## src/rtl/awt_pkg.sv

```systemverilog
// ----------------------------------------------------------------------------
// awt_pkg
// Shared constants, CORDIC arctangent table and pipeline record types.
// ----------------------------------------------------------------------------
package awt_pkg;

  localparam int          CORDIC_STEPS_DEF = 16;
  localparam int          ATAN_ENTRIES     = 24;
  localparam int          FRAC_BITS        = 16;
  localparam logic [11:0] ANGLE_TENTHS     = 12'd3600;
  localparam logic [11:0] SPEED_MAX        = 12'd4095;
  localparam logic [31:0] HALF_TURN        = 32'h8000_0000;
  localparam logic [31:0] QUARTER_TURN     = 32'h4000_0000;
  localparam logic [28:0] INV_GAIN_SQ_Q30  = 29'd395948878;
  // tenths -> turns: a*2^32/3600 = a*TURN_INT + (a*TURN_REM + 112)/225
  localparam logic [31:0] TURN_INT         = 32'd1193046;
  localparam logic [18:0] TURN_REM         = 19'd106;
  localparam logic [18:0] TURN_RND         = 19'd112;
  localparam logic [37:0] RECIP_225        = 38'd596524;  // ceil(2^27/225)

  typedef struct packed {
    logic signed [31:0] x;
    logic signed [31:0] y;
    logic [31:0]        z;
  } vec_t;

  typedef struct packed {
    vec_t        wind;
    vec_t        boat;
    logic [11:0] course;
  } rot_t;

  typedef struct packed {
    vec_t        c;
    logic        zero;
    logic [11:0] course;
  } vrec_t;

  function automatic logic [31:0] atan_turn(input logic [4:0] i);
    logic [31:0] r;
    case (i)
      5'd0:    r = 32'h20000000;
      5'd1:    r = 32'h12E4051E;
      5'd2:    r = 32'h09FB385B;
      5'd3:    r = 32'h051111D4;
      5'd4:    r = 32'h028B0D43;
      5'd5:    r = 32'h0145D7E1;
      5'd6:    r = 32'h00A2F61E;
      5'd7:    r = 32'h00517C55;
      5'd8:    r = 32'h0028BE53;
      5'd9:    r = 32'h00145F2F;
      5'd10:   r = 32'h000A2F98;
      5'd11:   r = 32'h000517CC;
      5'd12:   r = 32'h00028BE6;
      5'd13:   r = 32'h000145F3;
      5'd14:   r = 32'h0000A2FA;
      5'd15:   r = 32'h0000517D;
      5'd16:   r = 32'h000028BE;
      5'd17:   r = 32'h0000145F;
      5'd18:   r = 32'h00000A30;
      5'd19:   r = 32'h00000518;
      5'd20:   r = 32'h0000028C;
      5'd21:   r = 32'h00000146;
      5'd22:   r = 32'h000000A3;
      5'd23:   r = 32'h00000051;
      default: r = 32'h00000000;
    endcase
    return r;
  endfunction

endpackage

```

## src/rtl/awt_vec_init.sv

```systemverilog
// ----------------------------------------------------------------------------
// awt_vec_init
// Adds the two rotated vectors and applies the vectoring pre-step.
// ----------------------------------------------------------------------------
module awt_vec_init import awt_pkg::*; (
  input  logic  clk,
  input  logic  rst,
  input  logic  en,
  input  logic  in_valid,
  input  rot_t  in_item,
  output logic  out_valid,
  output vrec_t out_item
);

  logic signed [31:0] sx, sy;

  assign sx = in_item.wind.x + in_item.boat.x;
  assign sy = in_item.wind.y + in_item.boat.y;

  always_ff @(posedge clk) begin
    if (en) begin
      out_item.zero   <= (sx == 0) && (sy == 0);
      out_item.course <= in_item.course;
      // left half plane: flip the vector, start from a half turn
      if (sx < 0) begin
        out_item.c.x <= -sx;
        out_item.c.y <= -sy;
        out_item.c.z <= HALF_TURN;
      end else begin
        out_item.c.x <= sx;
        out_item.c.y <= sy;
        out_item.c.z <= '0;
      end
    end
  end

  always_ff @(posedge clk) begin
    if (rst) begin
      out_valid <= 1'b0;
    end else if (en) begin
      out_valid <= in_valid;
    end
  end

endmodule

```

## config.mk

```make
export PLATFORM = sky130hd
export DESIGN_NAME = awt_vec_init
export DESIGN_NICKNAME = d
export VERILOG_FILES = /design/src/rtl/awt_pkg.sv /design/src/rtl/awt_vec_init.sv
export SDC_FILE = /design/constraint.sdc
export NUM_CORES = 1
export LEC_CHECK = 0
export ABC_AREA = 1
export BUFFER_PORTS_ARGS = -buffer_cell sky130_fd_sc_hd__buf_2
export CAP_MARGIN = 20
export CORE_MARGIN = 1.5
export CORE_UTILIZATION = 55
export DETAILED_ROUTE_END_ITERATION = 10
export PLACE_DENSITY = 0.88
export REMOVE_ABC_BUFFERS = 1
export SETUP_SLACK_MARGIN = 0.2
export SLEW_MARGIN = 15
export SYNTH_ARGS = -nofsm -noshare
export SYNTH_HDL_FRONTEND = slang
export SYNTH_SLANG_ARGS = --single-unit
export TNS_END_PERCENT = 50
```

## constraint.sdc

```tcl
create_clock -name clk -period 4.69 [get_ports clk]
set_input_delay 0.938 -clock clk [delete_from_list [all_inputs] [get_ports clk]]
set_output_delay 0.938 -clock clk [all_outputs]
set_load 0.02 [all_outputs]
```

# Word level (Yosys, flattened, before mapping)
# Index checks and enable logic that the tools add are counted.
# op_classes
bitwise_logic	0
shifts	0
n_div	0
n_reduce_logical	3
n_lt_le_gt_ge	1
muxes	1
n_eq_ne	0
mul	0
addsub	4
# op_table
cell	count
96-bit two-way mux	1
32-bit adder	2
32-bit zero test	2
32-bit negation	2
32-bit by 1-bit < comparator with 1-bit output, second input constant	1
1-bit logical AND	1
# word_totals
input_bits	208
register_bits	110
out_inout_bits	110
n_memories	0
elab_cells	15
mem_bits_rw	0
latch_bits	0
rom_bits	0

# Depth between registers and ports, before layout
# logic_depth
ltp_word	3
mapped_depth	20
ltp_nobuf	20

# Least setup slack after synthesis
# OpenSTA, ideal clock, no wires.
# synth_path
kind	input-to-reg
from	in in_item[44] in the netlist's numbering
to	reg out_item[75] in the netlist's numbering (data pin)
cell_stages	17
path_buffers	0
setup_slack_ps	1449
t_required_ps	4441
setup_time_ps	249
arrival_ps	2992
path_cell_list	ha_1 > fa_1 > inv_1 > ha_1 > inv_1 > nor2_1 > nand3_1 > nor2_1 > nand2_1 > nor2_4 > nand4_2 > nor2_4 > nand3_1 > nand2_1 > nand2_1 > nand2_1 > inv_1
# synth_via
elab_chain_cells	3
# synth_lines
item	line_no	source
start: declaration	awt_vec_init.sv:10	input rot_t in_item,
32-bit adder *	awt_vec_init.sv:18	assign sy = in_item.wind.y + in_item.boat.y;
32-bit negation	awt_vec_init.sv:27	out_item.c.y <= -sy;
96-bit two-way mux *	awt_vec_init.sv:25	if (sx < 0) begin
end: declaration	awt_vec_init.sv:12	output vrec_t out_item
# Mark *: on every way between the ends. The rest lies on a longest branch, timed or not.
# A chain may end at the register's enable or synchronous reset.

# Worst setup path in the final report
# layout_path
from	in in_item[44] in the netlist's numbering
to	reg out_item[63] in the netlist's numbering (data pin)
# Same word-level chain as after synthesis.

==> impl_results.md <==
- F_max: 285 MHz
- Post-synthesis async set-or-reset flop share: 0%
- Clk pin slew, worst setup/hold paths: 0.08 ns
- Cell variety after synth: 37
- Post-synth EDFFs: about 80
- Syn Inst Count: 1,449
- MaxCap Viol Count: 0
- Initial antenna violation count: 0
- RSZ-0062 raised after global routing: false
- Min Hold Slack: 0.513 ns
- Skew final: 0 ns
- Min-Delay Path Class: reg -> reg
- Mux share of post-synthesis cell area: 0.110%
- Yosys reg bits: just under 80
- Leading cell type in the layout, fill and taps excluded: nand2_1
- GRT overflow: 0
- Cell count of the worst hold path: 2
- Seq/Total Area, Yosys: 26.0%
- Worst r2r src: out_valid
- Main combinational cell family by area after synthesis: simple AND/OR/NAND/NOR gates
- GPL Wtd Cong: between 0.9 and 1
- Clk Latency, worst-skew pair: roughly 0.35 ns
- PortBufs: ~220
- Total number of vias: approximately 9,700
- CTS tree: yes
- Synth Area in Compound Gates: ~6.4%
- Area of the mapped netlist: ~9100 sq um
- Final Util: between 60% and 70%
- Max Slew Vio Count: 0
- PD cells: between 300 and 400 nW/um^2
- XOR/XNOR Fraction of Synth Area: approximately 4.8%
- Synth-to-Final Area Change: 16.8%
- Fraction of layout cells with a size suffix above 1: between 15 and 20%
- Most frequent cells in the layout: 529 x nand2_1, 249 x inv_1, 221 x buf_2
- Period minus WS final: about 3.5 ns
- Root buf cell: clkbuf_16
- Status: complete, no violations
- DRT Pass-1 Iters: 6
- Rows: 46
- Vias in the first global route: about 8,700
- Reg2reg path depth: 2
- Slew margin rel.: roughly 31%
- Die Wd: between 100 and 150 um
- Slew at the pin with the worst max-slew slack: a little over 1 ns
- H-tree depth: 3
- Critical Path Fanout Max: 4
- Pre-CTS WS: 0.938 ns
- Setup Crit Path Kind: in -> reg
- Core Area: between 15,000 and 20,000 sq um
- Hold Crit Endpoint: out_valid
- Worst EP arrival: around 3.6 ns
- Total Routed Length: 25.4 mm
- Simple logic cell fraction of the synthesized area: 39.9%
- Setup TNS: 0 ns
- Max IR drop VDD: ~0.21 mV
- Adder-Cell Fraction of Synth Area: 9.25%
- Setup crit end kind: flip-flop
- Filler Cells Inserted: 1,556
- Post-CTS setup buffers: 0
- Hold path start: out_valid
- Maximum buffer depth of the clock tree: 2
- CTS Hold Buffers Added: 0
- CTS resizes: 0
- Routed length per instance: ~13 um
- Post-DP HPWL: 21.2 mm
- Mean post-synth cell area: around 6.3 sq um
- Startpoint types: input port
- Final Hold Fails: 0
- Num ports: between 300 and 400
- Initial detailed-routing violation count: around 850
- Ys flop type: edfxtp_1
- Vias per std cell: just over 5
- CP Data Required Time: roughly 4.8 ns
- RR Endpoint: out_valid
- Setup WS post-layout: approximately 1.2 ns
- Ant. Diodes: 0
- Power Total: ~3.2 mW
- Die height: around 130 um
- # DRC: 0
- Fin crit share: ~75%
- P_leak: between 5 and 6 nW
- CTS buffer count: 9
- Clock net sink count: 79
- Nets: slightly below 2,000
- Total GRT Usage: 29.4%
- Routed Antenna Nets: 0
- First-pass GRT wire length: between 40 and 50 mm
- Die area: between 15,000 and 20,000 sq um
- Reg2Reg Setup Slack: ~4.1 ns
- Initial cell density of the core: around 57%
- Largest net degree at the start of global routing: 80
- Synth warnings: 0
- Final setup viols: 0
==> synthesized netlist by cell type, types with 23 or more instances <==
cell	instances	area, sq um
nand2_1	529	1990
nand3_1	103	515
ha_1	64	801
o21ai_0	23	115
buf_4	31	233
xnor2_1	25	219
inv_1	249	935
nor2_1	130	488
xor2_1	25	219
edfxtp_1	78	2340
a21oi_1	55	275
nand4_1	27	169
==> how the worst max path moves through the flow <==
| stage | endpoint | depth (start not counted) | start | slack (ns) |
|---|---|---|---|---|
| 2_1_floorplan | out_item[60] | 15 | in_item[86] | 1.16 |
| 3_3_place_gp | out_item[63] | 16 | in_item[44] | 1.00 |
| 3_5_place_dp | out_item[63] | 16 | in_item[44] | 0.94 |
| 4_1_cts | out_item[63] | 16 | in_item[44] | 1.24 |
| 5_1_grt | out_item[63] | 16 | in_item[44] | 0.99 |
| 6_report | out_item[63] | 16 | in_item[44] | 1.18 |
==> critical path: stages <==
cell     delay, ns
buf_2         0.11
ha_1          0.26
fa_1          0.48
inv_1         0.09
ha_1          0.13
inv_1         0.05
nor2_1        0.20
nand3_1       0.12
nor2_1        0.19
nand2_1       0.13
nor2_4        0.16
nand3_1       0.11
nor2_1        0.21
a21oi_1       0.12
xnor2_1       0.25
inv_1         0.07
==> power by group <==
part           internal [mW]  switching, mW  total, mW
Clock                  0.417          0.313      0.730
Sequential             0.963         0.0395       1.00
Combinational          0.484           1.02       1.50
==> registers in the layout, summed over array words and instances (netlist names) <==
signal	count
out_item	78
out_valid	1
==> final cells by class <==
| type | count | area [sq um] | area share [%] |
|---|---|---|---|
| Sequential cell | 79 | 2360 | 22.3 |
| Clock buffer | 10 | 229 | 2.16 |
| Tap cell | 216 | 270 | 2.55 |
| Clock inverter | 6 | 68.8 | 0.648 |
| Inverter | 252 | 946 | 8.91 |
| Timing Repair Buffer | 224 | 1130 | 10.6 |
| Multi-Input combinational cell | 1110 | 5610 | 52.8 |
==> layer usage <==
metal	global-route usage [%]	up-vias	wire, um
li1	-	4967	-
met1	39.4	4250	11200
met2	49.8	414	11600
met3	4.94	27	2280
met4	6.67	0	361
met5	0	-	0
==> cell families after synthesis <==
group                      after synthesis
and+or+nand+nor                        857
buffers and inverters                  290
AOI/OAI and AO/OA                      105
DFF                                     79
adders and majority gates               66
xor gates and xnor gates                50
other                                    1
muxes                                    1
==> stage by stage <==
stage / instance area [sq um] / instances
6_report: 10600 / 1897
5_1_grt: 10600 / 1897
4_1_cts: 10600 / 1897
3_5_place_dp: 10300 / 1881
3_3_place_gp: 10300 / 1881
2_1_floorplan: 8920 / 1441
(Power assumes the default switching activity.)
