--- src/rtl/awt_pkg.sv ---
// ----------------------------------------------------------------------------
// awt_pkg
// Shared constants, CORDIC arctangent table and pipeline record types.
// ----------------------------------------------------------------------------
package awt_pkg;

  localparam int          CORDIC_STEPS_DEF = 16;
  localparam int          ATAN_ENTRIES     = 24;
  localparam int          FRAC_BITS        = 16;
  localparam logic [11:0] ANGLE_TENTHS     = 12'd3600;
  localparam logic [11:0] SPEED_MAX        = 12'd4095;
  localparam logic [31:0] HALF_TURN        = 32'h8000_0000;
  localparam logic [31:0] QUARTER_TURN     = 32'h4000_0000;
  localparam logic [28:0] INV_GAIN_SQ_Q30  = 29'd395948878;
  // tenths -> turns: a*2^32/3600 = a*TURN_INT + (a*TURN_REM + 112)/225
  localparam logic [31:0] TURN_INT         = 32'd1193046;
  localparam logic [18:0] TURN_REM         = 19'd106;
  localparam logic [18:0] TURN_RND         = 19'd112;
  localparam logic [37:0] RECIP_225        = 38'd596524;  // ceil(2^27/225)

  typedef struct packed {
    logic signed [31:0] x;
    logic signed [31:0] y;
    logic [31:0]        z;
  } vec_t;

  typedef struct packed {
    vec_t        wind;
    vec_t        boat;
    logic [11:0] course;
  } rot_t;

  typedef struct packed {
    vec_t        c;
    logic        zero;
    logic [11:0] course;
  } vrec_t;

  function automatic logic [31:0] atan_turn(input logic [4:0] i);
    logic [31:0] r;
    case (i)
      5'd0:    r = 32'h20000000;
      5'd1:    r = 32'h12E4051E;
      5'd2:    r = 32'h09FB385B;
      5'd3:    r = 32'h051111D4;
      5'd4:    r = 32'h028B0D43;
      5'd5:    r = 32'h0145D7E1;
      5'd6:    r = 32'h00A2F61E;
      5'd7:    r = 32'h00517C55;
      5'd8:    r = 32'h0028BE53;
      5'd9:    r = 32'h00145F2F;
      5'd10:   r = 32'h000A2F98;
      5'd11:   r = 32'h000517CC;
      5'd12:   r = 32'h00028BE6;
      5'd13:   r = 32'h000145F3;
      5'd14:   r = 32'h0000A2FA;
      5'd15:   r = 32'h0000517D;
      5'd16:   r = 32'h000028BE;
      5'd17:   r = 32'h0000145F;
      5'd18:   r = 32'h00000A30;
      5'd19:   r = 32'h00000518;
      5'd20:   r = 32'h0000028C;
      5'd21:   r = 32'h00000146;
      5'd22:   r = 32'h000000A3;
      5'd23:   r = 32'h00000051;
      default: r = 32'h00000000;
    endcase
    return r;
  endfunction

endpackage

--- src/rtl/awt_vec_step.sv ---
// ----------------------------------------------------------------------------
// awt_vec_step
// One registered CORDIC vectoring iteration (drives y toward zero).
// ----------------------------------------------------------------------------
module awt_vec_step import awt_pkg::*; #(
  parameter int STEP = 0
) (
  input  logic  clk,
  input  logic  rst,
  input  logic  en,
  input  logic  in_valid,
  input  vrec_t in_item,
  output logic  out_valid,
  output vrec_t out_item
);

  localparam logic [31:0] ATAN = atan_turn(5'(STEP));

  logic signed [31:0] dx, dy;

  assign dx = in_item.c.y >>> STEP;
  assign dy = in_item.c.x >>> STEP;

  always_ff @(posedge clk) begin
    if (en) begin
      out_item.zero   <= in_item.zero;
      out_item.course <= in_item.course;
      if (in_item.c.y > 0) begin
        out_item.c.x <= in_item.c.x + dx;
        out_item.c.y <= in_item.c.y - dy;
        out_item.c.z <= in_item.c.z + ATAN;
      end else begin
        out_item.c.x <= in_item.c.x - dx;
        out_item.c.y <= in_item.c.y + dy;
        out_item.c.z <= in_item.c.z - ATAN;
      end
    end
  end

  always_ff @(posedge clk) begin
    if (rst) begin
      out_valid <= 1'b0;
    end else if (en) begin
      out_valid <= in_valid;
    end
  end

endmodule

--- config.mk ---
export PLATFORM = sky130hd
export DESIGN_NAME = awt_vec_step
export DESIGN_NICKNAME = d
export VERILOG_FILES = /design/src/rtl/awt_pkg.sv /design/src/rtl/awt_vec_step.sv
export SDC_FILE = /design/constraint.sdc
export NUM_CORES = 1
export LEC_CHECK = 0
export ABC_CLOCK_PERIOD_IN_PS = 3700
export BUFFER_PORTS_ARGS = -buffer_cell sky130_fd_sc_hd__buf_2
export CORE_UTILIZATION = 55
export DETAILED_ROUTE_END_ITERATION = 16
export GPL_TIMING_DRIVEN = 0
export PLACE_DENSITY = 0.88
export SLEW_MARGIN = 20
export SYNTH_ARGS = -nofsm -noshare
export SYNTH_HDL_FRONTEND = slang
export SYNTH_SLANG_ARGS = --single-unit
--- constraint.sdc ---
create_clock -name clk -period 3.7 [get_ports clk]
set_clock_uncertainty 0.2 [all_clocks]
set_input_delay 0.555 -clock clk [delete_from_list [all_inputs] [get_ports clk]]
set_output_delay 0.555 -clock clk [all_outputs]
set_load 0.01 [all_outputs]
* After elaboration in Yosys (flattened, before gate mapping) *
Cells that the tools add are included.

storage, ports and cells
  bits of input ports = 113
  logic and storage cells = 13
  flip-flop bits (word level) = 110
  output and inout port bits = 110

operators by class
  $add $sub $neg = 5
  magnitude comparators = 1
  mux-type cells = 1

operator list
  kind                    number
  $mux 96                 1
  $sub 32x32->32          2
  $add 32x30->32 const B  1
  $add 32x32->32          1
  $gt 32x1->1 const B     1
  $sub 32x30->32 const B  1

* Longest topological paths before layout *
  word-level depth = 2
  depth in mapped cells = 12
  depth with buffers taken out = 12

* Least setup slack after synthesis *
Ideal clock, no wire load.

  kind = input to register
  from = input in_item[45] in the netlist's numbering
  to = register out_item[99] in the netlist's numbering, data pin
  setup time = 0.259 ns
  setup slack = 0.552 ns
  arrival time = 2.689 ns
  data required time = 3.241 ns
  stages on the path = 11
  buffers on the path = 0
  cell sequence = ha_1 > fa_1 > nor2b_1 > o211ai_1 > a31oi_2 > o211ai_2 > a31oi_4 > a2111oi_4 > nor3_1 > nor3_2 > xnor2_1

on the way
  cells in the longest elaborated chain, start to end = 2
  elaborated cells between the ends (all ways) = 4
  classes of those cells = add/sub: 2; order compare: 1; mux: 1

ends and longest elaborated chain
  item                                          line                source
  from (decl)                                   awt_vec_step.sv:12  input vrec_t in_item,
  $sub 32x32->32, or another cell as far along  awt_vec_step.sv:33  out_item.c.x <= in_item.c.x - dx;
  $mux 96 *                                     awt_vec_step.sv:28  if (in_item.c.y > 0) begin
  to (decl)                                     awt_vec_step.sv:14  output vrec_t out_item

Mark *: on every way between the ends. The rest lies on a longest branch, timed or not.
A chain may end at the register's enable or synchronous reset.

* Worst setup path after layout *
  from = input in_item[61] in the netlist's numbering
  to = register out_item[106] in the netlist's numbering, data pin

Same word-level chain as after synthesis.

==> impl_metrics.json <==
{
  "outcome": "completed",
  "avgSynthCellArea_sq_um": 9.33,
  "mappedNetlistArea_sq_um": 9040,
  "hold_class": "in2reg",
  "start_kind": "input pin",
  "worst_slew_pin_slew_ns": 0.822,
  "finalInstanceArea_sq_um": 10800,
  "crit_cells": 13,
  "dp_hpwl_mm": 24.9,
  "yosys.area.top_type_share_pct": 35.9,
  "drive_above_1_share_pct": 25.4,
  "reg2reg_slack_ns": 2.87,
  "cts_root_buf": "clkbuf_16",
  "overflow": 0,
  "grt_first_pass_wirelength_mm": 44.9,
  "synth_top_family_by_area": "compound AO/OA/AOI/OAI gates",
  "cp_data_arrival_time_ns": 3.54,
  "worstPathMaxFanout": 10,
  "synth_common_cells": "a21oi_1 (109), edfxtp_1 (108), ha_1 (103)",
  "cp-end-kind": "register",
  "grtUsageTotal_pct": 35.7,
  "synth.distinct_cells": 79,
  "power_density_nw_per_um2": 377,
  "reg2reg_depth": 2,
  "die_width_um": 130,
  "period_needed_ns": 3.64,
  "path_clk_slew_ns": 0.08,
  "synthSimpleGateAreaFrac_pct": 12.8,
  "synth_most_common_cell": "a21oi_1",
  "synth_mux_area_share_pct": 1.11,
  "via_per_inst": 6.17,
  "finalSetupViolations": 0,
  "place_area_sq_um": 10500,
  "dp_cells": 1408,
  "numCtsBuffers": 9,
  "place.port_buffers": 222,
  "finalCritPeriodShare_pct": 98.5,
  "netlist_top_cells_area": "edfxtp_1 (36%), ha_1 (14%), a21oi_1 (6.0%)",
  "instances_no_fill": 1431,
  "area_growth_pct": 19.9,
  "drc": 0,
  "hold_viol": 0,
  "gp_congestion": 1.04,
  "worst-setup-path-type": "in2reg",
  "slowest_delay_ns": 0.52,
  "die_h_um": 130,
  "core_area_sq_um": 15900,
  "layout.nets": 1430,
  "ys.flop_type": "edfxtp_1",
  "synth_adder_area_share_pct": 15.1,
  "clk-insertion-delay-late_ns": 0.35,
  "critPathTopFamily": "compound AO/OA/AOI/OAI gates",
  "startpoint": "in_item[61]",
  "synthArstFlopShare_pct": 0,
  "p_leak_nw": 4.82,
  "cp_num_buf_inv": 3,
  "synth-xor-area-share_pct": 5.91,
  "ioPinCount": 223,
  "syn_inst": 969,
  "max-slew-margin-rel_pct": 45.2,
  "crit_path_end": "out_item[106]",
  "cts_buffer_depth": 2,
  "crit_top_cell": "buf_2",
  "dieArea_sq_um": 17000,
  "vias": 8832,
  "timing.rr.end": "out_valid",
  "peakVddDrop_mv": 0.245,
  "antenna_left": 0,
  "cpMaxStageDelayCell": "nor3b_1",
  "drt_iter0_markers": 1205,
  "synth-seq-cells": 109,
  "drt_wl_total_mm": 30.7,
  "yosysWarnings": 0,
  "clock_sinks": 109,
  "synth_nets": 1189,
  "worstHoldStart": "rst",
  "path_cells": "buf_2, inv_1, ha_1, buf_2, a21o_1, a31oi_1, nor3b_1, o21ai_1, or3_1, a21oi_2, o21ai_0, a211oi_2, xnor2_1",
  "first_global_vias": 8024,
  "maxCapViolations": 0,
  "initial_core_util_pct": 56.7,
  "grt_max_degree": 59,
  "htree_levels": 3,
  "synth_compound_area_share_pct": 22.7,
  "drt-pass1-iter-count": 6,
  "yosysSeqAreaShare_pct": 36.1,
  "synth_edf_count": 108,
  "r2r_start": "out_valid",
  "synth_top_area_cell": "edfxtp_1",
  "wl_per_cell_um": 21.4,
  "core.rowCount": 46,
  "antenna_found_initial": 1,
  "slew_violations": 0,
  "tritoncts": "built",
  "fmax_mhz": 274,
  "antenna_cells": 0,
  "required_ns": 3.59
}
## state kept, by name, summed over array words and instances, names as in the netlist
register and count:
out_valid 1, out_item 108
## cells by family after synthesis
family / count (synthesis)
AO/OA/AOI/OAI: 311
AND/OR/NAND/NOR: 234
buffers and inverters: 137
flip-flops: 109
adder cells (fa/ha/maj): 107
XOR/XNOR: 61
multiplexers: 10
## cells in the final DEF, fill, tap and decap left out, types with 10 or more instances in the layout
master and instances:
xnor2_1 55, inv_2 12, o21ai_0 39, buf_4 10, nand4_1 10, nand2_1 45
mux2i_1 10, nor2_1 72, nand3_1 17, ha_1 103, clkbuf_1 16, buf_2 237
nor2b_1 14, a21oi_1 108, o21ai_1 22, edfxtp_1 108, o21bai_1 17, or3_1 10
a21o_1 18, a211oi_1 13, nor3_1 21, inv_1 82
## through the flow
step | TNS [ns] | utilization [%] | setup slack, ns | hold slack, ns | power, mW
finish | 0 | 68.0 | 0.0555 | 0.144 | 4.09
global route | -0.00775 | 68.0 | -0.00727 | 0.158 | 4.25
CTS | 0 | 67.6 | 0.0445 | 0.148 | 4.04
global placement | -7.28 | 65.4 | -0.371 | 0.271 | 3.04
detailed placement | -8.84 | 65.6 | -0.405 | 0.307 | 3.08
floorplan | 0 | - | 0.552 | 0.328 | 2.50
## where the power goes
part	internal, mW	leakage [nW]	switching, mW
Clock	0.485	0.151	0.490
Combinational	0.551	3.61	0.947
Sequential	1.57	1.07	0.0435
## worst reg2reg max path: cells and delay by family, from the launching register on
| kind | cells | cell delay [ns] |
|---|---|---|
| simple gates | 1 | 0.05 |
| mux | 1 | 0.16 |
| flops | 1 | 0.32 |
## worst min path at each step
stage	cells after the start	slack, ns	end
2_1_floorplan	2	0.33	out_valid
3_3_place_gp	2	0.27	out_valid
3_5_place_dp	2	0.31	out_valid
4_1_cts	2	0.15	out_valid
5_1_grt	2	0.16	out_valid
6_report	2	0.14	out_valid
## final cells by class
cell class | count | area (sq um)
inverters | 96 | 360
repair buffers | 230 | 1200
clock buffers | 9 | 225
plain buffers | 41 | 215
multi-input cells | 723 | 5230
fillers | 1335 | 5100
clock inverters | 7 | 86.3
well taps | 216 | 270
flip-flops and latches | 109 | 3260
## what timing repair did
action,in CTS,in global routing
hold buffers,0,0
pin swaps,0,5
setup buffers,0,7
gates resized for setup,1,5
setup endpoints to repair,3,24
## metal layers
metal | track usage, % | vias to the layer above | part of all wire [%]
met2 | 57.4 | 671 | 45
met1 | 47.4 | 4084 | 40
met3 | 7.09 | 91 | 12
met5 | 0 | - | 0.036
li1 | - | 3984 | -
met4 | 13.1 | 2 | 3.7
Power figures use the tool's default switching activity.
