File: src/rtl/awt_pkg.sv
// ----------------------------------------------------------------------------
// awt_pkg
// Shared constants, CORDIC arctangent table and pipeline record types.
// ----------------------------------------------------------------------------
package awt_pkg;

  localparam int          CORDIC_STEPS_DEF = 16;
  localparam int          ATAN_ENTRIES     = 24;
  localparam int          FRAC_BITS        = 16;
  localparam logic [11:0] ANGLE_TENTHS     = 12'd3600;
  localparam logic [11:0] SPEED_MAX        = 12'd4095;
  localparam logic [31:0] HALF_TURN        = 32'h8000_0000;
  localparam logic [31:0] QUARTER_TURN     = 32'h4000_0000;
  localparam logic [28:0] INV_GAIN_SQ_Q30  = 29'd395948878;
  // tenths -> turns: a*2^32/3600 = a*TURN_INT + (a*TURN_REM + 112)/225
  localparam logic [31:0] TURN_INT         = 32'd1193046;
  localparam logic [18:0] TURN_REM         = 19'd106;
  localparam logic [18:0] TURN_RND         = 19'd112;
  localparam logic [37:0] RECIP_225        = 38'd596524;  // ceil(2^27/225)

  typedef struct packed {
    logic signed [31:0] x;
    logic signed [31:0] y;
    logic [31:0]        z;
  } vec_t;

  typedef struct packed {
    vec_t        wind;
    vec_t        boat;
    logic [11:0] course;
  } rot_t;

  typedef struct packed {
    vec_t        c;
    logic        zero;
    logic [11:0] course;
  } vrec_t;

  function automatic logic [31:0] atan_turn(input logic [4:0] i);
    logic [31:0] r;
    case (i)
      5'd0:    r = 32'h20000000;
      5'd1:    r = 32'h12E4051E;
      5'd2:    r = 32'h09FB385B;
      5'd3:    r = 32'h051111D4;
      5'd4:    r = 32'h028B0D43;
      5'd5:    r = 32'h0145D7E1;
      5'd6:    r = 32'h00A2F61E;
      5'd7:    r = 32'h00517C55;
      5'd8:    r = 32'h0028BE53;
      5'd9:    r = 32'h00145F2F;
      5'd10:   r = 32'h000A2F98;
      5'd11:   r = 32'h000517CC;
      5'd12:   r = 32'h00028BE6;
      5'd13:   r = 32'h000145F3;
      5'd14:   r = 32'h0000A2FA;
      5'd15:   r = 32'h0000517D;
      5'd16:   r = 32'h000028BE;
      5'd17:   r = 32'h0000145F;
      5'd18:   r = 32'h00000A30;
      5'd19:   r = 32'h00000518;
      5'd20:   r = 32'h0000028C;
      5'd21:   r = 32'h00000146;
      5'd22:   r = 32'h000000A3;
      5'd23:   r = 32'h00000051;
      default: r = 32'h00000000;
    endcase
    return r;
  endfunction

endpackage

File: src/rtl/awt_front.sv
// ----------------------------------------------------------------------------
// awt_front
// Three-stage front end: angle reduction, tenths to binary angle, and the
// rotation pre-step that folds the angle into +/- a quarter turn.
// ----------------------------------------------------------------------------
module awt_front import awt_pkg::*; (
  input  logic        clk,
  input  logic        rst,
  input  logic        en,
  input  logic        in_valid,
  input  logic [11:0] true_wind_angle,
  input  logic [10:0] true_wind_speed,
  input  logic [11:0] course_angle,
  input  logic [9:0]  ground_speed,
  output logic        out_valid,
  output rot_t        out_item
);

  function automatic logic [11:0] reduce(input logic [11:0] a);
    return (a >= ANGLE_TENTHS) ? a - ANGLE_TENTHS : a;
  endfunction

  function automatic vec_t prestep(input logic [31:0] z, input logic [31:0] mag);
    vec_t        v;
    logic [31:0] t;
    t   = z + QUARTER_TURN;
    v.y = '0;
    if (t[31]) begin
      v.x = -$signed(mag);
      v.z = z + HALF_TURN;
    end else begin
      v.x = $signed(mag);
      v.z = z;
    end
    return v;
  endfunction

  logic [11:0] wa_r, ca_r;

  // stage 0
  logic        v0;
  logic [31:0] p1_w0, p1_c0;
  logic [18:0] p2_w0, p2_c0;
  logic [10:0] tws0;
  logic [9:0]  gs0;
  logic [11:0] crs0;
  // stage 1
  logic        v1;
  logic [31:0] p1_w1, p1_c1;
  logic [37:0] q_w1, q_c1;
  logic [10:0] tws1;
  logic [9:0]  gs1;
  logic [11:0] crs1;

  logic [31:0] zw, zc;

  assign wa_r = reduce(true_wind_angle);
  assign ca_r = reduce(course_angle);

  always_ff @(posedge clk) begin
    if (en) begin
      p1_w0 <= {20'd0, wa_r} * TURN_INT;
      p1_c0 <= {20'd0, ca_r} * TURN_INT;
      p2_w0 <= {7'd0, wa_r} * TURN_REM + TURN_RND;
      p2_c0 <= {7'd0, ca_r} * TURN_REM + TURN_RND;
      tws0  <= true_wind_speed;
      gs0   <= ground_speed;
      crs0  <= ca_r;

      p1_w1 <= p1_w0;
      p1_c1 <= p1_c0;
      q_w1  <= {19'd0, p2_w0} * RECIP_225;
      q_c1  <= {19'd0, p2_c0} * RECIP_225;
      tws1  <= tws0;
      gs1   <= gs0;
      crs1  <= crs0;

      out_item.wind   <= prestep(zw, {5'd0, tws1, 16'd0});
      out_item.boat   <= prestep(zc, {6'd0, gs1, 16'd0});
      out_item.course <= crs1;
    end
  end

  assign zw = p1_w1 + {21'd0, q_w1[37:27]};
  assign zc = p1_c1 + {21'd0, q_c1[37:27]};

  always_ff @(posedge clk) begin
    if (rst) begin
      v0        <= 1'b0;
      v1        <= 1'b0;
      out_valid <= 1'b0;
    end else if (en) begin
      v0        <= in_valid;
      v1        <= v0;
      out_valid <= v1;
    end
  end

endmodule

File: config.mk
export PLATFORM = sky130hd
export DESIGN_NAME = awt_front
export DESIGN_NICKNAME = d
export VERILOG_FILES = /design/src/rtl/awt_pkg.sv /design/src/rtl/awt_front.sv
export SDC_FILE = /design/constraint.sdc
export NUM_CORES = 2
export LEC_CHECK = 0
export BUFFER_PORTS_ARGS = -buffer_cell sky130_fd_sc_hd__buf_4
export CAP_MARGIN = 20
export CORE_MARGIN = 8
export CORE_UTILIZATION = 61
export CTS_BUF_LIST = sky130_fd_sc_hd__clkbuf_4 sky130_fd_sc_hd__clkbuf_8
export DETAILED_ROUTE_END_ITERATION = 12
export GPL_TIMING_DRIVEN = 0
export PLACE_DENSITY = 0.81
export SLEW_MARGIN = 20
export SYNTH_ARGS = -nofsm -noshare
export SYNTH_HDL_FRONTEND = slang
export SYNTH_SLANG_ARGS = --single-unit
File: constraint.sdc
create_clock -name clk -period 9.2 [get_ports clk]
set_clock_uncertainty 0.2 [all_clocks]
set_input_delay 0.46 -clock clk [delete_from_list [all_inputs] [get_ports clk]]
set_output_delay 0.46 -clock clk [all_outputs]
set_load 0.005 [all_outputs]
# After elaboration in Yosys (flattened, before gate mapping)
# Cells that the tools add are included.
[word_totals]
regBits = 443
wordCells = 50
out_inout_bits = 205
inputBits = 49
[op_classes]
muxes = 6
n_lt_le_gt_ge = 2
add_sub_neg = 12
n_mul = 6
[ops]
columns = ["operator", "count"]
rows = [
  ["$mul A19 B18 Y36 const B", 2],
  ["$add A32 B11 Y32", 2],
  ["$add A32 B31 Y32 const B", 2],
  ["$add A32 B32 Y32 const B", 2],
  ["$mux W32", 2],
  ["$mul A12 B20 Y31 const B", 2],
  ["$add A19 B7 Y19 const B", 2],
  ["$mul A12 B6 Y18 const B", 2],
  ["$neg A26 Y32", 1],
  ["$neg A27 Y32", 1],
  ["$mux W27", 1],
  ["$mux W26", 1],
  ["$ge A12 B12 Y1 const B", 2],
  ["$mux W12", 2],
  ["$sub A12 B12 Y12 const B", 2],
]

# Longest topological paths before layout
[depth]
depth_word = 4
mapped_depth = 27
mapped_depth_nobuf = 27

# Least setup slack after synthesis
# OpenSTA, ideal clock, no wires.
[synth_timing]
path_kind = "input-to-reg"
start = "input true_wind_angle[4]"
end = "register p1_w0[28] (data pin)"
n_path_buf = 0
required_ps = 8741
stages = 24
arrival_ps = 6249
setup_time_ps = 259
path_slack_ps = 2493
path_cell_list = "inv_1 ha_1 nor4b_1 a21oi_1 nand2_1 or3_1 xnor2_1 ha_1 fa_1 ha_1 inv_1 fa_1 fa_1 inv_1 ha_1 o21a_1 a211oi_1 or3_1 nand3_1 o31a_1 a41o_1 a221oi_2 and2b_1 xnor2_1"
[synth_between]
elab_chain_len = 3
elab_cells_between_ends = 4
classes_between = "1 x add/sub; 1 x mul; 1 x order compare; 1 x mux"
[synth_lines]
columns = ["element", "line_no", "text"]
rows = [
  ["start, declared", "awt_front.sv:11", "input logic [11:0] true_wind_angle,"],
  ["$sub A12 B12 Y12 / $ge A12 B12 Y1 (equally long branches)", "awt_front.sv:20", "return (a >= ANGLE_TENTHS) ? a - ANGLE_TENTHS : a;"],
  ["$mux W12 (*)", "awt_front.sv:20", ""],
  ["$mul A12 B20 Y31 (*)", "awt_front.sv:62", "p1_w0 <= {20'd0, wa_r} * TURN_INT;"],
  ["end signal, assigned", "awt_front.sv:62", ""],
  ["end, declared", "awt_front.sv:42", "logic [31:0] p1_w0, p1_c0;"],
]
# Mark *: on every way between the ends. The rest lies on a longest branch, timed or not.
# A chain may end at the register's enable or synchronous reset.

# Worst setup path in the final report
[layout_timing]
start = "input true_wind_angle[0]"
end = "register p1_w0[30] (data pin)"
# The elaborated chain is that of the path after synthesis.

==> results.yml <==
synthesis:
  synth_most_common_cell: "ha_1"
  yosysTopAreaCellShare_pct: 31.95
  ys.flop_type: "edfxtp_1"
  ys_seq_area_share_pct: 32.13
  synth_edf_count: 349
  synth_cell_types: 77
  yosys-top-cells-count: "609 x ha_1, 579 x inv_1, 349 x edfxtp_1"
  synthesis.area_sq_mm: 0.03281
  yosysWarnings: 0
  synthCells: 2851
  synthArstFlopShare_pct: 0
  ys_top_cells_by_area: "edfxtp_1 32%, ha_1 23%, fa_1 18%"
  synth_area_leader_cell: "edfxtp_1"
  syn_area_per_cell_sq_um: 11.51
  synth_seq_cells: 352
clock_network:
  cts_tree: "built"
  cts_sinks: 352
  cts-buffers-inserted: 58
  clockBufferDepth: 3
  cts_post_setup_buffers_inserted: 0
  postCtsHoldBufs: 29
  cts_root_buffer: "clkbuf_8"
  cts_resized: 0
  htree_num_levels: 2
  cts.reportedPaths.clkPinSlew_ns: 0.06
  clkLatencyLatePin_ns: 0.69
setup_path:
  r2r_cells: 19
  endpoint_kind: "flop"
  cp-start-kind: "input pin"
  worstSetupPathType: "in -> reg"
  required_ns: 9.34
  cp.arrival_ns: 8.26
  worstPathMaxFanout: 8
global_route:
  grt-ovfl-total: 0
  antenna_found_initial: 1
  track_usage_pct: 22.68
  grt_start_max_net_pins: 108
  grt_pass1_vias: 22847
  grt_pass1_wl_mm: 111.4
sta:
  clock.fmax_mhz: 123.1
  hold_viol: 0
  relSlewSlack_pct: 32.92
  rsz0062_at_grt: "false"
  drv_slew: 0
  tightestPinTransition_ns: 1.006
  setup_viol: 0
  fin_setup_tns_ns: 0
  period_minus_slack_ns: 8.121
  period_share_pct: 88.27
final_layout:
  nNetsFinal: 4143
  final_layout_size_suffix_gt1_share_pct: 11.78
  syn_to_final_growth_pct: 12.12
  fin_util_pct: 68.76
floorplanning:
  die_x_microns: 247.9
  die-height_microns: 247.9
  initial_utilization_pct: 61.32
  rows: 85
  core_sq_mm: 0.05350
  die_area_sq_mm: 0.06146
  io_pins: 254
route:
  first_iter_violations: 1107
  wl_per_cell_microns: 17.58
  drc: 0
  viasPerCell: 5.403
  firstDrtPassIters: 5
  routed_wl_mm: 69.25
  ant_nets: 0
  vias: 21288
flow_run:
  maxCapViolations: 0
worst_hold_path:
  min_path_cells: 1
  hold_class: "in -> reg"
placed_design:
  gp_congestion: 0.9272
  io_buffer_count: 157
  dp_hpwl_mm: 56.45
status:
  outcome: "complete, no violations"
state kept, by name, summed over array words and instances (netlist names):
signal and count:
gs0 10, out_valid 1, p1_w1 30, tws0 11, crs0 12, p2_w0 17
p1_c0 30, p1_w0 31, crs1 12, q_c1 11, v0 1, p2_c0 16
gs1 10, out_item 106, tws1 11, q_w1 12, p1_c1 30, v1 1
final timing paths:
path                            from         to  slack (ns)
hold / removal                    en   crs0[11]        0.08
hold reg to reg              tws0[6]    tws1[6]        0.19
setup reg to reg            p2_w0[8]   q_w1[36]        3.04
setup / recovery  true_wind_angle[0]  p1_w0[30]        1.08
placed cells by master, fill, tap and decap left out, drive strengths merged, types with 29 or more instances in the layout:
cell type,instances
a21o,41
a21oi,84
buf,264
clkbuf,83
conb,96
dlygate4sd3,29
edfxtp,349
fa,288
ha,609
inv,580
nand2,87
nand3,48
nor2,92
o21ai,54
xnor2,161
xor2,40
layout make-up:
| cell class | count | area [sq um] |
|---|---|---|
| fillers | 3840 | 16710 |
| clock buffers | 75 | 932.1 |
| well taps | 696 | 870.8 |
| repair buffers | 191 | 1572 |
| clock inverters | 30 | 217.7 |
| flip-flops and latches | 352 | 10540 |
| inverters | 580 | 2177 |
| multi-input cells | 1904 | 19680 |
| diodes | 2 | 5.005 |
| plain buffers | 110 | 787.0 |
stage by stage:
stage / setup slack, ns / hold slack (ns) / std cells / area [sq um]
5_1_grt: 0.7843 / 0.08092 / 3939 / 36780
6_report: 1.079 / 0.07948 / 3940 / 36780
3_5_place_dp: 1.052 / 0.2045 / 3804 / 35340
3_3_place_gp: 0.8743 / 0.2009 / 3799 / 35210
4_1_cts: 1.150 / 0.03415 / 3938 / 36780
2_1_floorplan: 2.493 / 0.2003 / 2946 / 33160
metal layers:
metal	GRT usage, %	up-vias	share of wire [%]
met5	0	-	0
met1	28.43	10459	41
met4	7.106	0	2.9
li1	-	10129	-
met3	4.347	142	5.9
met2	39.43	558	50
critical path, stage by stage:
cell           delay [ns]
dlygate4sd3_1        0.55
buf_4                0.18
inv_1                0.13
ha_1                 0.25
nand3_1              0.14
a21oi_1              0.46
nand2_1              0.17
or3_1                0.35
xnor2_1              0.75
ha_1                 0.43
fa_1                 0.38
inv_1                0.09
fa_1                 0.46
fa_1                 0.54
fa_1                 0.56
inv_1                0.05
ha_1                 0.38
o21ai_0              0.14
or3_1                0.32
nand3_1              0.14
o31a_1               0.20
a41o_1               0.31
a221oi_2             0.10
o311ai_1             0.72
cells by family (layout without fill, tap and decap cells):
logic type | after synthesis | count (layout) | synth area share, %
AOI/OAI and AO/OA | 310 | 310 | 6.354
xor gates and xnor gates | 202 | 202 | 5.458
adders and majority gates | 897 | 897 | 40.80
buffers and inverters | 690 | 986 | 9.035
DFF | 352 | 352 | 32.13
muxes | 4 | 4 | 0.1259
other | 1 | 98 | 0.01143
and+or+nand+nor | 395 | 395 | 6.083
Power is left out: the tool's default activity adds up to more than one toggle a clock period on the data nets, which glitch-free logic cannot reach.
