**src/rtl/awt_pkg.sv**
```systemverilog
// ----------------------------------------------------------------------------
// awt_pkg
// Shared constants, CORDIC arctangent table and pipeline record types.
// ----------------------------------------------------------------------------
package awt_pkg;

  localparam int          CORDIC_STEPS_DEF = 16;
  localparam int          ATAN_ENTRIES     = 24;
  localparam int          FRAC_BITS        = 16;
  localparam logic [11:0] ANGLE_TENTHS     = 12'd3600;
  localparam logic [11:0] SPEED_MAX        = 12'd4095;
  localparam logic [31:0] HALF_TURN        = 32'h8000_0000;
  localparam logic [31:0] QUARTER_TURN     = 32'h4000_0000;
  localparam logic [28:0] INV_GAIN_SQ_Q30  = 29'd395948878;
  // tenths -> turns: a*2^32/3600 = a*TURN_INT + (a*TURN_REM + 112)/225
  localparam logic [31:0] TURN_INT         = 32'd1193046;
  localparam logic [18:0] TURN_REM         = 19'd106;
  localparam logic [18:0] TURN_RND         = 19'd112;
  localparam logic [37:0] RECIP_225        = 38'd596524;  // ceil(2^27/225)

  typedef struct packed {
    logic signed [31:0] x;
    logic signed [31:0] y;
    logic [31:0]        z;
  } vec_t;

  typedef struct packed {
    vec_t        wind;
    vec_t        boat;
    logic [11:0] course;
  } rot_t;

  typedef struct packed {
    vec_t        c;
    logic        zero;
    logic [11:0] course;
  } vrec_t;

  function automatic logic [31:0] atan_turn(input logic [4:0] i);
    logic [31:0] r;
    case (i)
      5'd0:    r = 32'h20000000;
      5'd1:    r = 32'h12E4051E;
      5'd2:    r = 32'h09FB385B;
      5'd3:    r = 32'h051111D4;
      5'd4:    r = 32'h028B0D43;
      5'd5:    r = 32'h0145D7E1;
      5'd6:    r = 32'h00A2F61E;
      5'd7:    r = 32'h00517C55;
      5'd8:    r = 32'h0028BE53;
      5'd9:    r = 32'h00145F2F;
      5'd10:   r = 32'h000A2F98;
      5'd11:   r = 32'h000517CC;
      5'd12:   r = 32'h00028BE6;
      5'd13:   r = 32'h000145F3;
      5'd14:   r = 32'h0000A2FA;
      5'd15:   r = 32'h0000517D;
      5'd16:   r = 32'h000028BE;
      5'd17:   r = 32'h0000145F;
      5'd18:   r = 32'h00000A30;
      5'd19:   r = 32'h00000518;
      5'd20:   r = 32'h0000028C;
      5'd21:   r = 32'h00000146;
      5'd22:   r = 32'h000000A3;
      5'd23:   r = 32'h00000051;
      default: r = 32'h00000000;
    endcase
    return r;
  endfunction

endpackage

```
**src/rtl/awt_back.sv**
```systemverilog
// ----------------------------------------------------------------------------
// awt_back
// Two-stage back end: gain removal and angle scaling, then rounding,
// saturation and course-relative wrap into the output register.
// ----------------------------------------------------------------------------
module awt_back import awt_pkg::*; (
  input  logic        clk,
  input  logic        rst,
  input  logic        en,
  input  logic        in_valid,
  input  vrec_t       in_item,
  output logic        out_valid,
  output logic [11:0] apparent_angle,
  output logic [11:0] apparent_speed
);

  logic        v0;
  logic [59:0] sprod;
  logic [43:0] dprod;
  logic        zero0;
  logic [11:0] crs0;
  logic [30:0] xc;

  logic [60:0] srnd;
  logic [43:0] drnd;
  logic [14:0] spd;
  logic [11:0] dir_raw, dir;
  logic [12:0] ang_wide;

  assign xc = in_item.c.x[31] ? '0 : in_item.c.x[30:0];

  always_ff @(posedge clk) begin
    if (en) begin
      sprod <= {29'd0, xc} * {31'd0, INV_GAIN_SQ_Q30};
      dprod <= {12'd0, in_item.c.z} * {32'd0, ANGLE_TENTHS};
      zero0 <= in_item.zero;
      crs0  <= in_item.course;
    end
  end

  assign srnd     = {1'b0, sprod} + (61'd1 << (29 + FRAC_BITS));
  assign spd      = srnd[60:46];
  assign drnd     = dprod + {12'd0, HALF_TURN};
  assign dir_raw  = drnd[43:32];
  assign dir      = (zero0 || dir_raw >= ANGLE_TENTHS) ? '0 : dir_raw;
  assign ang_wide = (dir >= crs0) ? {1'b0, dir - crs0}
                                  : {1'b0, dir} + {1'b0, ANGLE_TENTHS} - {1'b0, crs0};

  always_ff @(posedge clk) begin
    if (en) begin
      apparent_speed <= (spd > {3'd0, SPEED_MAX}) ? SPEED_MAX : spd[11:0];
      apparent_angle <= ang_wide[11:0];
    end
  end

  always_ff @(posedge clk) begin
    if (rst) begin
      v0        <= 1'b0;
      out_valid <= 1'b0;
    end else if (en) begin
      v0        <= in_valid;
      out_valid <= v0;
    end
  end

endmodule

```
**config.mk**
```make
export PLATFORM = sky130hd
export DESIGN_NAME = awt_back
export DESIGN_NICKNAME = d
export VERILOG_FILES = /design/src/rtl/awt_pkg.sv /design/src/rtl/awt_back.sv
export SDC_FILE = /design/constraint.sdc
export NUM_CORES = 1
export LEC_CHECK = 0
export BUFFER_PORTS_ARGS = -buffer_cell sky130_fd_sc_hd__buf_2
export CAP_MARGIN = 15
export CORE_MARGIN = 5
export CORE_UTILIZATION = 56
export CTS_BUF_LIST = sky130_fd_sc_hd__clkbuf_16
export DETAILED_ROUTE_END_ITERATION = 16
export PLACE_DENSITY = 0.79
export SLEW_MARGIN = 5
export SYNTH_ARGS = -nofsm -noshare
export SYNTH_HDL_FRONTEND = slang
export SYNTH_SLANG_ARGS = --single-unit
```
**constraint.sdc**
```tcl
create_clock -name clk -period 16 [get_ports clk]
set_input_delay 1.6 -clock clk [delete_from_list [all_inputs] [get_ports clk]]
set_output_delay 1.6 -clock clk [all_outputs]
set_load 0.1 [all_outputs]
```
After elaboration in Yosys (flattened, before gate mapping). Cells that the tools add are included.

Add/subtract/negate cells: 5. Multiply operators: 2. Divide/modulo/power cells: 0. Order comparisons: 3. Equality and inequality tests: 0. Shift operators: 0. Mux-type cells: 3. Bitwise operators: 0. Reductions and logical operators: 1.

Operators by type and width (count): 60-bit by 46-bit adder with 61-bit output (second input constant) (1); 31-bit by 28-bit multiplier with 59-bit output (second input constant) (1); 44-bit by 32-bit adder with 44-bit output (second input constant) (1); 32-bit by 8-bit multiplier with 40-bit output (second input constant) (1); 31-bit two-way mux (1); 12-bit two-way mux (2); 12-bit subtractor (2); 15-bit by 12-bit greater-than comparator with 1-bit output (second input constant) (1); 12-bit adder (second input constant) (1); 12-bit greater-or-equal comparator (1); 12-bit greater-or-equal comparator (second input constant) (1); 1-bit logical OR (1).

Register bits: 138. Latch bits: 0. Bits in writable memories: 0. ROM bits: 0. Word-level logic and storage cells: 22. Memories kept: 0.

Logic depth before layout (Yosys ltp).
Depth in word-level cells: 7. Gate-level depth with buffers: 28.

Worst setup path before layout. OpenSTA, ideal clock, no wires.

Path type: input to register. From: input port in_item[108] (netlist bit). To: register sprod[59], data pin. Library setup time: 0.260 ns. Arrival: 8.255 ns. Required time: 15.740 ns. Path slack: 7.485 ns. Stages: 24. Path buffers: 2. Cell sequence: clkbuf_1 -> clkbuf_1 -> nor2b_1 -> ha_1 -> fa_1 -> inv_1 -> fa_1 -> inv_1 -> fa_1 -> fa_1 -> fa_1 -> inv_1 -> fa_1 -> inv_1 -> ha_1 -> a21oi_1 -> nand2_1 -> a311o_1 -> a32o_1 -> o31ai_2 -> o31ai_4 -> a2111oi_2 -> nor3_2 -> xnor2_1.

Longest elaborated chain between the ends: 2.

RTL lines: from (decl) (RTL line awt_back.sv:11) `input vrec_t in_item,`; 31-bit two-way mux (RTL line awt_back.sv:30) `assign xc = in_item.c.x[31] ? '0 : in_item.c.x[30:0];`; 31-bit by 28-bit multiplier with 59-bit output (RTL line awt_back.sv:34) `sprod <= {29'd0, xc} * {31'd0, INV_GAIN_SQ_Q30};`; to (signal assigned) (RTL line awt_back.sv:34); to (decl) (RTL line awt_back.sv:18) `logic [59:0] sprod;`.

Every way passes these cells. A chain may end at the register's enable or synchronous reset.

Final worst setup path. Ends and elaborated chain as after synthesis.

==> impl_metrics.env <==
export IMPL_status="completed"
export IMPL_cts_hold_buf=0
export IMPL_fmax_mhz=103
export IMPL_tightest_slew_ps=1100
export IMPL_p_leak_nw=14.0
export IMPL_rsz0062_at_grt="no"
export IMPL_cts_resized=0
export IMPL_clock_path_buffers=2
export IMPL_fin_skew_ps=7.49
export IMPL_hold_violations=0
export IMPL_insertion_delay_ps=340
export IMPL_reg2reg_depth=19
export IMPL_synth_edf_count=65
export IMPL_drt_initial_drc_count=839
export IMPL_layout_drive_gt1_share_pct=5.88
export IMPL_cts_htree_levels=3
export IMPL_fin_crit_ps=9680
export IMPL_start_util_pct=56.5
export IMPL_cpPeakStageDelay_ps=560
export IMPL_cp_depth=25
export IMPL_fp_dieW_um=216
export IMPL_yosys_area_share_simple_pct=6.31
export IMPL_path_clk_slew_ps=60
export IMPL_dr_pass1_iters=7
export IMPL_critical_path_buf_inv_count=7
export IMPL_worstPathMaxFanout=54
export IMPL_relSlewSlack_pct=26.4
export IMPL_cts_tree="done"
export IMPL_gr_usage_all_layers_pct=24.0
export IMPL_io_pins=138
export IMPL_drcViolationCount=0
export IMPL_num_antenna_cells=0
export IMPL_slew_viol_final=0
export IMPL_clock_sinks=67
export IMPL_synth_xor_area_share_pct=3.70
export IMPL_post_cts_buffers=0
export IMPL_holdPathEnd="out_valid"
export IMPL_hold_path_class="reg -> reg"
export IMPL_dr_total_vias=16000
export IMPL_end_kind="flip-flop"
export IMPL_setup_viol=0
export IMPL_hold_slack_ps=511
export IMPL_grt_pass1_wl_mm=89.7
export IMPL_ys_types=60
export IMPL_setup_worst_path_class="in -> reg"
export IMPL_period_share_pct=60.5
export IMPL_cts_buffers=9
export IMPL_netlist_area_mm2=0.0237
export IMPL_rrSetupSlack_ps=10200
export IMPL_wl_per_cell_um=17.6
export IMPL_crit_family="adder cells"
export IMPL_avgSynthCellArea_um2=9.82
export IMPL_grt_overflow=0
export IMPL_synth_fa_ha_area_share_pct=62.2
export IMPL_ir_worst_vdd_v=0.000240
export IMPL_nets=3528
export IMPL_die_area_mm2=0.0465
export IMPL_synth_seq_cells=67
export IMPL_synth_top_family_by_area="adder cells"
export IMPL_grt_max_degree=68
export IMPL_fin_area_mm2=0.0252
export IMPL_synth_compound_area_share_pct=5.77
export IMPL_root_buffer="clkbuf_16"
export IMPL_syn2layout_area_growth_pct=6.24
export IMPL_avgViaCountPerCell=5.25
export IMPL_cap_violations=0
export IMPL_setup_tns_ps=0
export IMPL_dpl_instance_area_mm2=0.0249
export IMPL_syn_inst=2413
export IMPL_synth_warnings=0
export IMPL_ys_seq_area_share_pct=8.40
export IMPL_io_buffer_count=105
export IMPL_required_ps=16060
export IMPL_grt_antenna_before_repair=0
export IMPL_dp_hpwl_mm=48.9
export IMPL_r2r_end="apparent_angle[11]"
export IMPL_async_reset_ff_share_pct=0
export IMPL_gp_congestion=0.989
export IMPL_cp_start_kind="input port"
export IMPL_synthMuxAreaShare_pct=0.264
export IMPL_cp_arrival_ps=9730
export IMPL_power_mw=5.09
export IMPL_power_per_cell_area_mw_per_mm2=202
export IMPL_crit_slowest_cell="fa_1"
export IMPL_hold_depth=2
export IMPL_routed_wl_mm=53.7
export IMPL_min_delay_start="out_valid"
export IMPL_r2r_start="dprod[31]"
export IMPL_fp_dieH_um=216
export IMPL_ant_nets=0
export IMPL_rows=75
export IMPL_core_area_mm2=0.0419
export IMPL_grt_pass1_vias=18000
export IMPL_crit_path_frequent_cell="fa_1"
export IMPL_synthFlopType="edfxtp_1"
export IMPL_syn_nets=3428
## worst max-delay path by stage
| stage | end | startpoint | slack, ps |
|---|---|---|---|
| global placement | sprod[59] | in_item[108] | 6210 |
| global route | sprod[59] | in_item[108] | 5930 |
| finish | sprod[59] | in_item[108] | 6320 |
| CTS | sprod[59] | in_item[108] | 6440 |
| floorplan | sprod[59] | in_item[108] | 7480 |
| detailed placement | sprod[59] | in_item[108] | 6100 |
## Yosys cell counts (3+ instances only)
cell type | n | area [um^2]
and4_1 | 4 | 35.0
and2_1 | 15 | 93.8
fa_1 | 462 | 9250
nand2b_1 | 30 | 188
a21o_1 | 32 | 240
o31ai_1 | 4 | 30.0
a31oi_1 | 9 | 56.3
nor4_1 | 4 | 25.0
edfxtp_1 | 65 | 1950
xor2_1 | 35 | 307
ha_1 | 440 | 5510
nor2_1 | 52 | 195
o211ai_1 | 4 | 30.0
a2111oi_2 | 3 | 45.0
xnor2_1 | 65 | 569
o21bai_1 | 12 | 90.1
or2_2 | 10 | 62.6
and3_1 | 12 | 75.1
mux2i_1 | 4 | 40.0
nor2b_1 | 35 | 219
o21a_1 | 3 | 22.5
clkbuf_1 | 20 | 75.1
o2111ai_1 | 3 | 26.3
nor3_1 | 8 | 40.0
nand2_1 | 72 | 270
a21oi_1 | 68 | 340
a211oi_1 | 4 | 30.0
or3_1 | 6 | 37.5
nand4_1 | 12 | 75.1
a211o_1 | 4 | 35.0
o21ai_0 | 39 | 195
nand3_1 | 21 | 105
nor3b_1 | 3 | 22.5
inv_1 | 820 | 3080
## per-layer routing
| metal | track usage, % | up-vias | share of wire, % |
|---|---|---|---|
| met5 | 0 | - | 0 |
| met4 | 7.04 | 0 | 3.3 |
| met3 | 4.30 | 107 | 5.4 |
| met2 | 42.1 | 422 | 50 |
| met1 | 30.6 | 7995 | 41 |
| li1 | - | 7524 | - |
## cell usage in the layout, fill, tap and decap left out, types with 6 or more instances in the layout
cell type,count
nor3_1,8
ha_1,440
nand3_1,21
inv_1,820
or2_2,10
clkbuf_16,9
o21ai_0,39
a21oi_1,68
nand2_1,72
nand2b_1,30
fa_1,462
nand4_1,12
nor2b_1,35
o21bai_1,12
and2_1,15
xnor2_1,65
buf_2,105
or3_1,6
edfxtp_1,65
and3_1,12
nor2_1,52
a31oi_1,9
xor2_1,35
a21o_1,32
## final cells by class
type	instances	area (um^2)
clock buffer	9	225
clock inverter	7	98.8
inverter	820	3080
multi-input combinational	1506	18600
timing repair buffer	109	556
fill	3421	16800
sequential	67	1990
tap	539	674
## power breakdown
| group | total [mW] | switching (mW) | internal [mW] |
|---|---|---|---|
| sequential | 0.357 | 0.0442 | 0.313 |
| combinational | 4.52 | 2.70 | 1.81 |
| clock | 0.216 | 0.0787 | 0.137 |
| total | 5.09 | 2.83 | 2.26 |
## kinds of logic (layout without fill, tap and decap cells)
family | after synthesis | after routing
AO/OA/AOI/OAI | 209 | 209
XOR/XNOR | 100 | 100
adder cells (fa/ha/maj) | 902 | 902
buffers and inverters | 840 | 945
flip-flops | 67 | 67
multiplexers | 6 | 6
AND/OR/NAND/NOR | 289 | 289
## state kept, by name, summed over array words and instances (netlist names)
signal / count
sprod: 15
v0: 1
out_valid: 1
apparent_angle: 12
zero0: 1
crs0: 12
apparent_speed: 12
dprod: 13
## stage by stage
| stage | utilization, % | instances | worst slack [ps] |
|---|---|---|---|
| finish | 60.0 | 3057 | 6320 |
| floorplan | - | 2413 | 7480 |
| CTS | 60.0 | 3057 | 6440 |
| detailed placement | 59.3 | 3041 | 6100 |
| global placement | 59.3 | 3041 | 6210 |
| global route | 60.0 | 3057 | 5930 |
## worst min-delay path, delay by kind of cell (launching register included)
family / cells / cell delay (ps)
mux: 1 / 70
flops: 1 / 330
simple gates: 1 / 80
No activity file was read; power rests on OpenSTA's default activity.
